**config.mk**
```make
export PLATFORM = sky130hd
export DESIGN_NAME = alpha_over_composite
export DESIGN_NICKNAME = d
export VERILOG_FILES = /design/src/hw/rtl/aoc_pkg.sv /design/src/hw/rtl/alpha_over_composite.sv /design/src/hw/rtl/aoc_div.sv /design/src/hw/rtl/aoc_lane.sv /design/src/hw/rtl/aoc_merge.sv
export SDC_FILE = /design/constraint.sdc
export NUM_CORES = 2
export LEC_CHECK = 0
export BUFFER_PORTS_ARGS = -buffer_cell sky130_fd_sc_hd__buf_2
export CORE_UTILIZATION = 46
export DETAILED_ROUTE_END_ITERATION = 8
export SLEW_MARGIN = 20
export SYNTH_ARGS = -nofsm -noshare
export SYNTH_HDL_FRONTEND = slang
export SYNTH_SLANG_ARGS = --single-unit
```
**constraint.sdc**
```tcl
create_clock -name clk -period 6.2 [get_ports clk]
set_input_delay 0.31 -clock clk [delete_from_list [all_inputs] [get_ports clk]]
set_output_delay 0.31 -clock clk [all_outputs]
set_load 0.01 [all_outputs]
```
**src/hw/rtl/aoc_pkg.sv**
```systemverilog
// Shared constants for the alpha-over compositor.
// No dependencies; imported by every module of the block.
package aoc_pkg;

  localparam int CHANNEL_BITS_DEF = 8;

endpackage

```
**src/hw/rtl/alpha_over_composite.sv**
```systemverilog
// Porter-Duff source-over of straight-alpha pixels, one pixel per word.
// One word per cycle sustained while the output is not stalled, set by the
// per-stage divider pipeline, one quotient bit per stage.
// Stalls collapse bubbles: a stage loads whenever it or a later stage is empty.
// Synchronous active-low reset clears only the stage valid bits.
// Depends on aoc_pkg, aoc_lane, aoc_div and aoc_merge.
module alpha_over_composite import aoc_pkg::*; #(
  parameter int CHANNEL_BITS = CHANNEL_BITS_DEF
) (
  input  logic                                clk,
  input  logic                                rst_n,
  input  logic                                in_tvalid,
  output logic                                in_tready,
  // src_red, src_green, src_blue, src_alpha, dst_red, dst_green, dst_blue, dst_alpha
  input  logic [8*CHANNEL_BITS-1:0]           in_tdata,
  output logic                                out_tvalid,
  input  logic                                out_tready,
  // out_red, out_green, out_blue, out_alpha, zero pad
  output logic [((4*CHANNEL_BITS+7)/8)*8-1:0] out_tdata,
  // fully_clear
  output logic                                out_tuser
);

  localparam int CB   = CHANNEL_BITS;
  localparam int QB   = CB + 1;
  localparam int NS   = QB + 4;
  localparam int PW   = 2 * CB;
  localparam int ODW  = ((4 * CB + 7) / 8) * 8;
  localparam logic [CB-1:0] CH_MAX = '1;
  localparam logic [PW-1:0] A_HALF = PW'((1 << (CB - 1)) - 1);

  logic [NS-1:0] rdy;
  logic [NS-1:0] vld_r;
  logic [NS-1:0] vld_in;
  logic [NS-2:0] clr_r;
  logic [NS-2:0] clr_in;

  logic [CB-1:0] src [3];
  logic [CB-1:0] dst [3];
  logic [CB-1:0] sa;
  logic [CB-1:0] da;
  logic [CB-1:0] msa;
  logic [PW-1:0] w_c;

  logic [CB-1:0] s_r [3];
  logic [CB-1:0] d_r [3];
  logic [CB-1:0] sa_r;
  logic [PW-1:0] wd_r;
  logic [PW-1:0] w_r;
  logic [PW-1:0] w2_r;
  logic [PW-1:0] ax;
  logic [PW-1:0] aq;
  logic [CB-1:0] alpha_r;
  logic [CB-1:0] adly_r [QB];

  logic [QB-1:0] quo [4];
  logic [CB-1:0] red_o, green_o, blue_o, alpha_o;

  // stall control
  for (genvar k = 0; k < NS; k++) begin : g_rdy
    assign rdy[k] = out_tready || !(&vld_r[NS-1:k]);
  end

  assign vld_in = {vld_r[NS-2:0], in_tvalid};

  always_ff @(posedge clk) begin
    if (!rst_n) begin
      vld_r <= '0;
    end else begin
      for (int k = 0; k < NS; k++) begin
        if (rdy[k]) begin
          vld_r[k] <= vld_in[k];
        end
      end
    end
  end

  assign in_tready  = rdy[0];
  assign out_tvalid = vld_r[NS-1];

  // front: unpack and weighted alpha
  for (genvar c = 0; c < 3; c++) begin : g_unpack
    assign src[c] = in_tdata[c*CB +: CB];
    assign dst[c] = in_tdata[(c+4)*CB +: CB];
  end
  assign sa  = in_tdata[3*CB +: CB];
  assign da  = in_tdata[7*CB +: CB];
  assign msa = CH_MAX - sa;
  assign w_c = {sa, {CB{1'b0}}} - PW'(sa) + PW'(da) * PW'(msa);

  // rounded W / M: x / M as (x + (x >> CB) + 1) >> CB
  assign ax = w2_r + A_HALF;
  assign aq = ax + PW'(ax[PW-1:CB]) + PW'(1);

  always_ff @(posedge clk) begin
    if (rdy[0]) begin
      for (int c = 0; c < 3; c++) begin
        s_r[c] <= src[c];
        d_r[c] <= dst[c];
      end
      sa_r <= sa;
      wd_r <= PW'(da) * PW'(msa);
      w_r  <= w_c;
    end
    if (rdy[1]) begin
      w2_r <= w_r;
    end
    if (rdy[2]) begin
      alpha_r <= CB'(aq >> CB);
    end
  end

  // alpha waits alongside the colour dividers
  always_ff @(posedge clk) begin
    if (rdy[3]) begin
      adly_r[0] <= alpha_r;
    end
    for (int k = 1; k < QB; k++) begin
      if (rdy[k+3]) begin
        adly_r[k] <= adly_r[k-1];
      end
    end
  end

  assign quo[3] = {1'b0, adly_r[QB-1]};

  // zero weighted alpha flag rides alongside the lanes
  assign clr_in = {clr_r[NS-3:0], (sa == '0) && (da == '0)};

  always_ff @(posedge clk) begin
    for (int k = 0; k < NS - 1; k++) begin
      if (rdy[k]) begin
        clr_r[k] <= clr_in[k];
      end
    end
  end

  for (genvar c = 0; c < 3; c++) begin : g_lane
    aoc_lane #(.CHANNEL_BITS(CHANNEL_BITS)) u_lane (
      .clk   (clk),
      .en    (rdy[QB+2:1]),
      .src_i (s_r[c]),
      .dst_i (d_r[c]),
      .sa_i  (sa_r),
      .wd_i  (wd_r),
      .w_i   (w2_r),
      .quo_o (quo[c])
    );
  end

  aoc_merge #(.CHANNEL_BITS(CHANNEL_BITS)) u_merge (
    .clk     (clk),
    .en      (rdy[NS-1]),
    .red_q   (quo[0]),
    .green_q (quo[1]),
    .blue_q  (quo[2]),
    .alpha_q (quo[3]),
    .clear_i (clr_r[NS-2]),
    .red_o   (red_o),
    .green_o (green_o),
    .blue_o  (blue_o),
    .alpha_o (alpha_o),
    .clear_o (out_tuser)
  );

  assign out_tdata = ODW'({alpha_o, blue_o, green_o, red_o});

endmodule

```
**src/hw/rtl/aoc_div.sv**
```systemverilog
// Pipelined restoring divider, one quotient bit per stage, stalled per stage.
// Depends on aoc_pkg.
module aoc_div import aoc_pkg::*; #(
  parameter int CHANNEL_BITS = CHANNEL_BITS_DEF
) (
  input  logic                      clk,
  input  logic [CHANNEL_BITS:0]     en,
  input  logic [3*CHANNEL_BITS+1:0] num_i,
  input  logic [2*CHANNEL_BITS:0]   den_i,
  output logic [CHANNEL_BITS:0]     quo_o
);

  localparam int QB  = CHANNEL_BITS + 1;
  localparam int NW  = 3 * CHANNEL_BITS + 2;
  localparam int DVW = 2 * CHANNEL_BITS + 1;
  localparam int TW  = NW + 1;

  logic [NW-1:0]  rem_r [QB-1];
  logic [DVW-1:0] den_r [QB-1];
  logic [QB-1:0]  quo_r [QB];

  for (genvar j = 0; j < QB; j++) begin : g_stage
    localparam int SH = QB - 1 - j;
    logic [NW-1:0]  rem_in;
    logic [DVW-1:0] den_in;
    logic [QB-1:0]  quo_in;
    logic [TW-1:0]  trial;

    if (j == 0) begin : g_first
      assign rem_in = num_i;
      assign den_in = den_i;
      assign quo_in = '0;
    end else begin : g_next
      assign rem_in = rem_r[j-1];
      assign den_in = den_r[j-1];
      assign quo_in = quo_r[j-1];
    end

    assign trial = {1'b0, rem_in} - (TW'(den_in) << SH);

    always_ff @(posedge clk) begin
      if (en[j]) begin
        quo_r[j] <= {quo_in[QB-2:0], ~trial[NW]};
      end
    end

    if (j < QB - 1) begin : g_carry
      always_ff @(posedge clk) begin
        if (en[j]) begin
          rem_r[j] <= trial[NW] ? rem_in : trial[NW-1:0];
          den_r[j] <= den_in;
        end
      end
    end
  end

  assign quo_o = quo_r[QB-1];

endmodule

```
**src/hw/rtl/aoc_lane.sv**
```systemverilog
// One colour lane: weighted numerator, rounding offset, then the divider.
// Depends on aoc_pkg and aoc_div.
module aoc_lane import aoc_pkg::*; #(
  parameter int CHANNEL_BITS = CHANNEL_BITS_DEF
) (
  input  logic                      clk,
  input  logic [CHANNEL_BITS+2:0]   en,
  input  logic [CHANNEL_BITS-1:0]   src_i,
  input  logic [CHANNEL_BITS-1:0]   dst_i,
  input  logic [CHANNEL_BITS-1:0]   sa_i,
  input  logic [2*CHANNEL_BITS-1:0] wd_i,
  input  logic [2*CHANNEL_BITS-1:0] w_i,
  output logic [CHANNEL_BITS:0]     quo_o
);

  localparam int CB  = CHANNEL_BITS;
  localparam int PW  = 2 * CB;
  localparam int QW  = 3 * CB;
  localparam int NW  = 3 * CB + 2;
  localparam int DVW = 2 * CB + 1;

  logic [PW-1:0]  ps_r;
  logic [QW-1:0]  pd_r;
  logic [NW-1:0]  num_c;
  logic [NW-1:0]  num_r;
  logic [DVW-1:0] den_r;

  always_ff @(posedge clk) begin
    if (en[0]) begin
      ps_r <= PW'(src_i) * PW'(sa_i);
      pd_r <= QW'(dst_i) * QW'(wd_i);
    end
  end

  // s*sa*M as (x << CB) - x, plus d*da*(M - sa)
  assign num_c = NW'({ps_r, {CB{1'b0}}}) - NW'(ps_r) + NW'(pd_r);

  always_ff @(posedge clk) begin
    if (en[1]) begin
      num_r <= (num_c << 1) + NW'(w_i);
      den_r <= {w_i, 1'b0};
    end
  end

  aoc_div #(.CHANNEL_BITS(CHANNEL_BITS)) u_div (
    .clk   (clk),
    .en    (en[CB+2:2]),
    .num_i (num_r),
    .den_i (den_r),
    .quo_o (quo_o)
  );

endmodule

```
**src/hw/rtl/aoc_merge.sv**
```systemverilog
// Output stage: clamps the four lane quotients and forces transparent black when clear.
// Depends on aoc_pkg.
module aoc_merge import aoc_pkg::*; #(
  parameter int CHANNEL_BITS = CHANNEL_BITS_DEF
) (
  input  logic                    clk,
  input  logic                    en,
  input  logic [CHANNEL_BITS:0]   red_q,
  input  logic [CHANNEL_BITS:0]   green_q,
  input  logic [CHANNEL_BITS:0]   blue_q,
  input  logic [CHANNEL_BITS:0]   alpha_q,
  input  logic                    clear_i,
  output logic [CHANNEL_BITS-1:0] red_o,
  output logic [CHANNEL_BITS-1:0] green_o,
  output logic [CHANNEL_BITS-1:0] blue_o,
  output logic [CHANNEL_BITS-1:0] alpha_o,
  output logic                    clear_o
);

  localparam int CB = CHANNEL_BITS;
  localparam int QB = CB + 1;
  localparam logic [CB-1:0] CH_MAX = '1;

  function automatic logic [CB-1:0] sat(input logic [QB-1:0] q, input logic clr);
    logic [CB-1:0] v;
    v = (q > QB'(CH_MAX)) ? CH_MAX : q[CB-1:0];
    return clr ? '0 : v;
  endfunction

  always_ff @(posedge clk) begin
    if (en) begin
      red_o   <= sat(red_q, clear_i);
      green_o <= sat(green_q, clear_i);
      blue_o  <= sat(blue_q, clear_i);
      alpha_o <= sat(alpha_q, clear_i);
      clear_o <= clear_i;
    end
  end

endmodule

```
==> flow_summary.yaml <==
status:
  status: "finished clean"
worst_setup_path:
  path_class: "register to register"
  crit_path_end_kind: "register"
  crit_arrival_ns: 6.26
  r2r_end: "g_lane[2].u_lane.ps_r[13]"
  r2r-start: "sa_r[3]"
  r2r_slack_ns: 0.42
  start_kind: "register"
  cp_max_fo: 20
  critPathRequiredTime_ns: 6.68
  reg2reg_depth: 17
grt:
  track_usage: 0.2307
  grt_max_degree: 138
  grt_pass1_wl_um: 352600
  antenna_found_initial: 3
  grt_pass1_vias: 62007
  gr-total-overflow: 0
clock_network:
  cts_root_buffer: "clkbuf_16"
  cts_tree: "yes"
  cts_sinks: 1316
  numCtsBuffers: 152
  cts.htree.levels: 4
  clk_latency_ns: 0.80
  cts_buffer_depth: 3
  path_clk_slew_ns: 0.06
yosys:
  syn_inst: 8306
  synth_area_leaders: "edfxtp_1 (43%), ha_1 (12%), fa_1 (9.9%)"
  synth-edff-count: 1303
  synth_top_flop_cell: "edfxtp_1"
  syn_avg_cell_area_sq_um: 10.95
  synth_fp_nets: 9728
  yosysTopAreaCellShare: 0.4303
  async_flop_share: 0
  syn_area_sq_mm: 0.09092
  synth_cell_types: 98
  synth_warnings: 0
  seq_area_frac_synth: 0.4332
  synth-seq-cells: 1316
  synth_common_cells: "edfxtp_1 (1,303), inv_1 (1,026), ha_1 (903), nand2_1 (669), nor2_1 (546)"
  synth.most_common_cell: "edfxtp_1"
  synth_area_leader_cell: "edfxtp_1"
floorplanning:
  boundaryPins: 103
  initial_utilization: 0.4648
  rows: 162
  die-area_sq_mm: 0.1994
  core_area_sq_mm: 0.1956
  die_w_um: 446.6
  die_h_um: 446.6
drt:
  wl_per_cell_um: 20.12
  viasPerCell: 5.293
  ant_nets: 0
  drt_iter0_drc: 3361
  detail_route.first_pass.iterations: 5
  drc: 0
  wl_um: 227500
  vias: 59860
sta:
  finalCritPeriodShare: 0.9330
  relSlewSlack: 0.2450
  fin_skew_ns: 0.04978
  drv_slew: 0
  post-route-min-period_ns: 5.785
  fmax_mhz: 172.9
  grt_setup_unrepaired: "false"
  finalHoldViolCount: 0
  final.setup.tns_ns: 0
  setup-violations-final: 0
  worst_pin_slew_ns: 1.125
layout:
  nets: 9982
  fillers: 17195
  syn2layout_area_growth_pct: 10.75
  drive_gt1_frac: 0.06819
place:
  port_buffers: 102
  place_congestion: 0.9297
  dp_hpwl_um: 183000
hold_path:
  min_to: "s_r[0][23]"
  hold_start: "in_tdata[23]"
  worstHoldPathCells: 2
  min_path_type: "input port to register"
flow_run:
  drv_cap: 0
-- stage by stage --
step                      area [sq um]    util  hold slack (ns)  std cells  setup slack, ns
after floorplan                  90920       -           0.4003       8306           0.6994
after global placement           94830  0.4848           0.4009      10963           0.2713
after detailed placement         94830  0.4848           0.4045      10963           0.3166
after CTS                       100600  0.5143           0.1466      11300           0.3827
after global routing            100700  0.5148           0.1676      11307         0.008560
final                           100700  0.5148           0.2191      11309           0.4151
-- placed cells by master (no fill, tap or decap), drive strengths merged, types with 50 or more instances in the layout --
| cell | count |
|---|---|
| nand3 | 89 |
| clkinv | 60 |
| xor2 | 216 |
| buf | 190 |
| clkbuf | 182 |
| nor2 | 549 |
| o21ai | 360 |
| dlygate4sd3 | 61 |
| o21bai | 58 |
| edfxtp | 1303 |
| a21boi | 59 |
| nor3 | 133 |
| xnor2 | 365 |
| nand2 | 670 |
| a21o | 174 |
| nor4 | 50 |
| inv | 1036 |
| a21oi | 496 |
| and2 | 294 |
| fa | 451 |
| mux2 | 101 |
| ha | 903 |
| o21a | 108 |
| nand2b | 128 |
| nor2b | 157 |
-- critical path, cell delays in order, from the launching register on --
cell      delay, ns
edfxtp_1       0.85
nand2_1        0.17
fa_1           0.53
fa_1           0.54
inv_1          0.05
fa_1           0.47
inv_1          0.05
fa_1           0.47
inv_1          0.04
ha_1           0.31
a21boi_0       0.28
o21ai_0        0.18
a21boi_0       0.31
o21ai_0        0.16
a21boi_0       0.26
o21ai_0        0.13
nand2b_1       0.12
xor2_1         0.53
-- layer usage --
metal / global-route usage / wire (um) / vias to the layer above
met5: 0 / 0 / -
met4: 0.1010 / 10870 / 0
met3: 0.02674 / 7041 / 347
met2: 0.4197 / 115400 / 1068
met1: 0.2723 / 94190 / 29143
li1: - / - / 29302
-- registers in the layout (all words and copies together) (netlist names), 12 cells and up --
signal and count:
g_lane.u_lane.u_div.rem_r 608, g_lane.u_lane.u_div.quo_r 135, g_lane.u_lane.u_div.den_r 120, g_lane.u_lane.num_r 76, adly_r 72, g_lane.u_lane.pd_r 72
g_lane.u_lane.ps_r 48, d_r 24, s_r 24, w2_r 16, w_r 16, wd_r 16
g_lane.u_lane.den_r 15, vld_r 13, clr_r 12
-- kinds of logic (layout without fill, tap and decap cells) --
group / Yosys count / count (layout) / synth area share
other: 0 / 3 / 0
adders and majority gates: 1354 / 1354 / 0.2236
DFF: 1316 / 1316 / 0.4332
and+or+nand+nor: 2247 / 2247 / 0.1197
xor gates and xnor gates: 581 / 581 / 0.05597
muxes: 121 / 121 / 0.01500
AOI/OAI and AO/OA: 1506 / 1506 / 0.1034
buffers and inverters: 1181 / 1557 / 0.04917
-- area by class of cell --
class / instances / area [sq um] / area share
inverter: 1030 / 3884 / 0.03857
multi-input combinational: 5809 / 47110 / 0.4679
sequential: 1316 / 39390 / 0.3912
clock inverter: 94 / 1161 / 0.01153
antenna: 3 / 7.507 / 0.00007455
clock buffer: 182 / 4001 / 0.03974
tap: 2624 / 3283 / 0.03261
timing repair buffer: 251 / 1856 / 0.01843
-- worst max-delay path by stage --
stage	start	to	slack, ns	cells after the start
6_report	sa_r[3]	g_lane[2].u_lane.ps_r[13]	0.42	17
5_1_grt	sa_r[4]	g_lane[2].u_lane.ps_r[13]	0.009	17
4_1_cts	sa_r[3]	g_lane[2].u_lane.ps_r[13]	0.38	17
3_5_place_dp	in_tdata[27]	w_r[15]	0.32	26
3_3_place_gp	in_tdata[27]	w_r[15]	0.27	26
2_1_floorplan	vld_r[12]	clr_r[1]	0.70	9
-- timing repair --
item	in CTS	in global routing
hold endpoints to repair	71	0
hold buffers	61	0
setup buffers	0	6
resized for setup	0	0
setup endpoints to repair	0	1
Power is not shown: default switching activity piles up to over one toggle a cycle in this logic, so the estimate is an artifact.
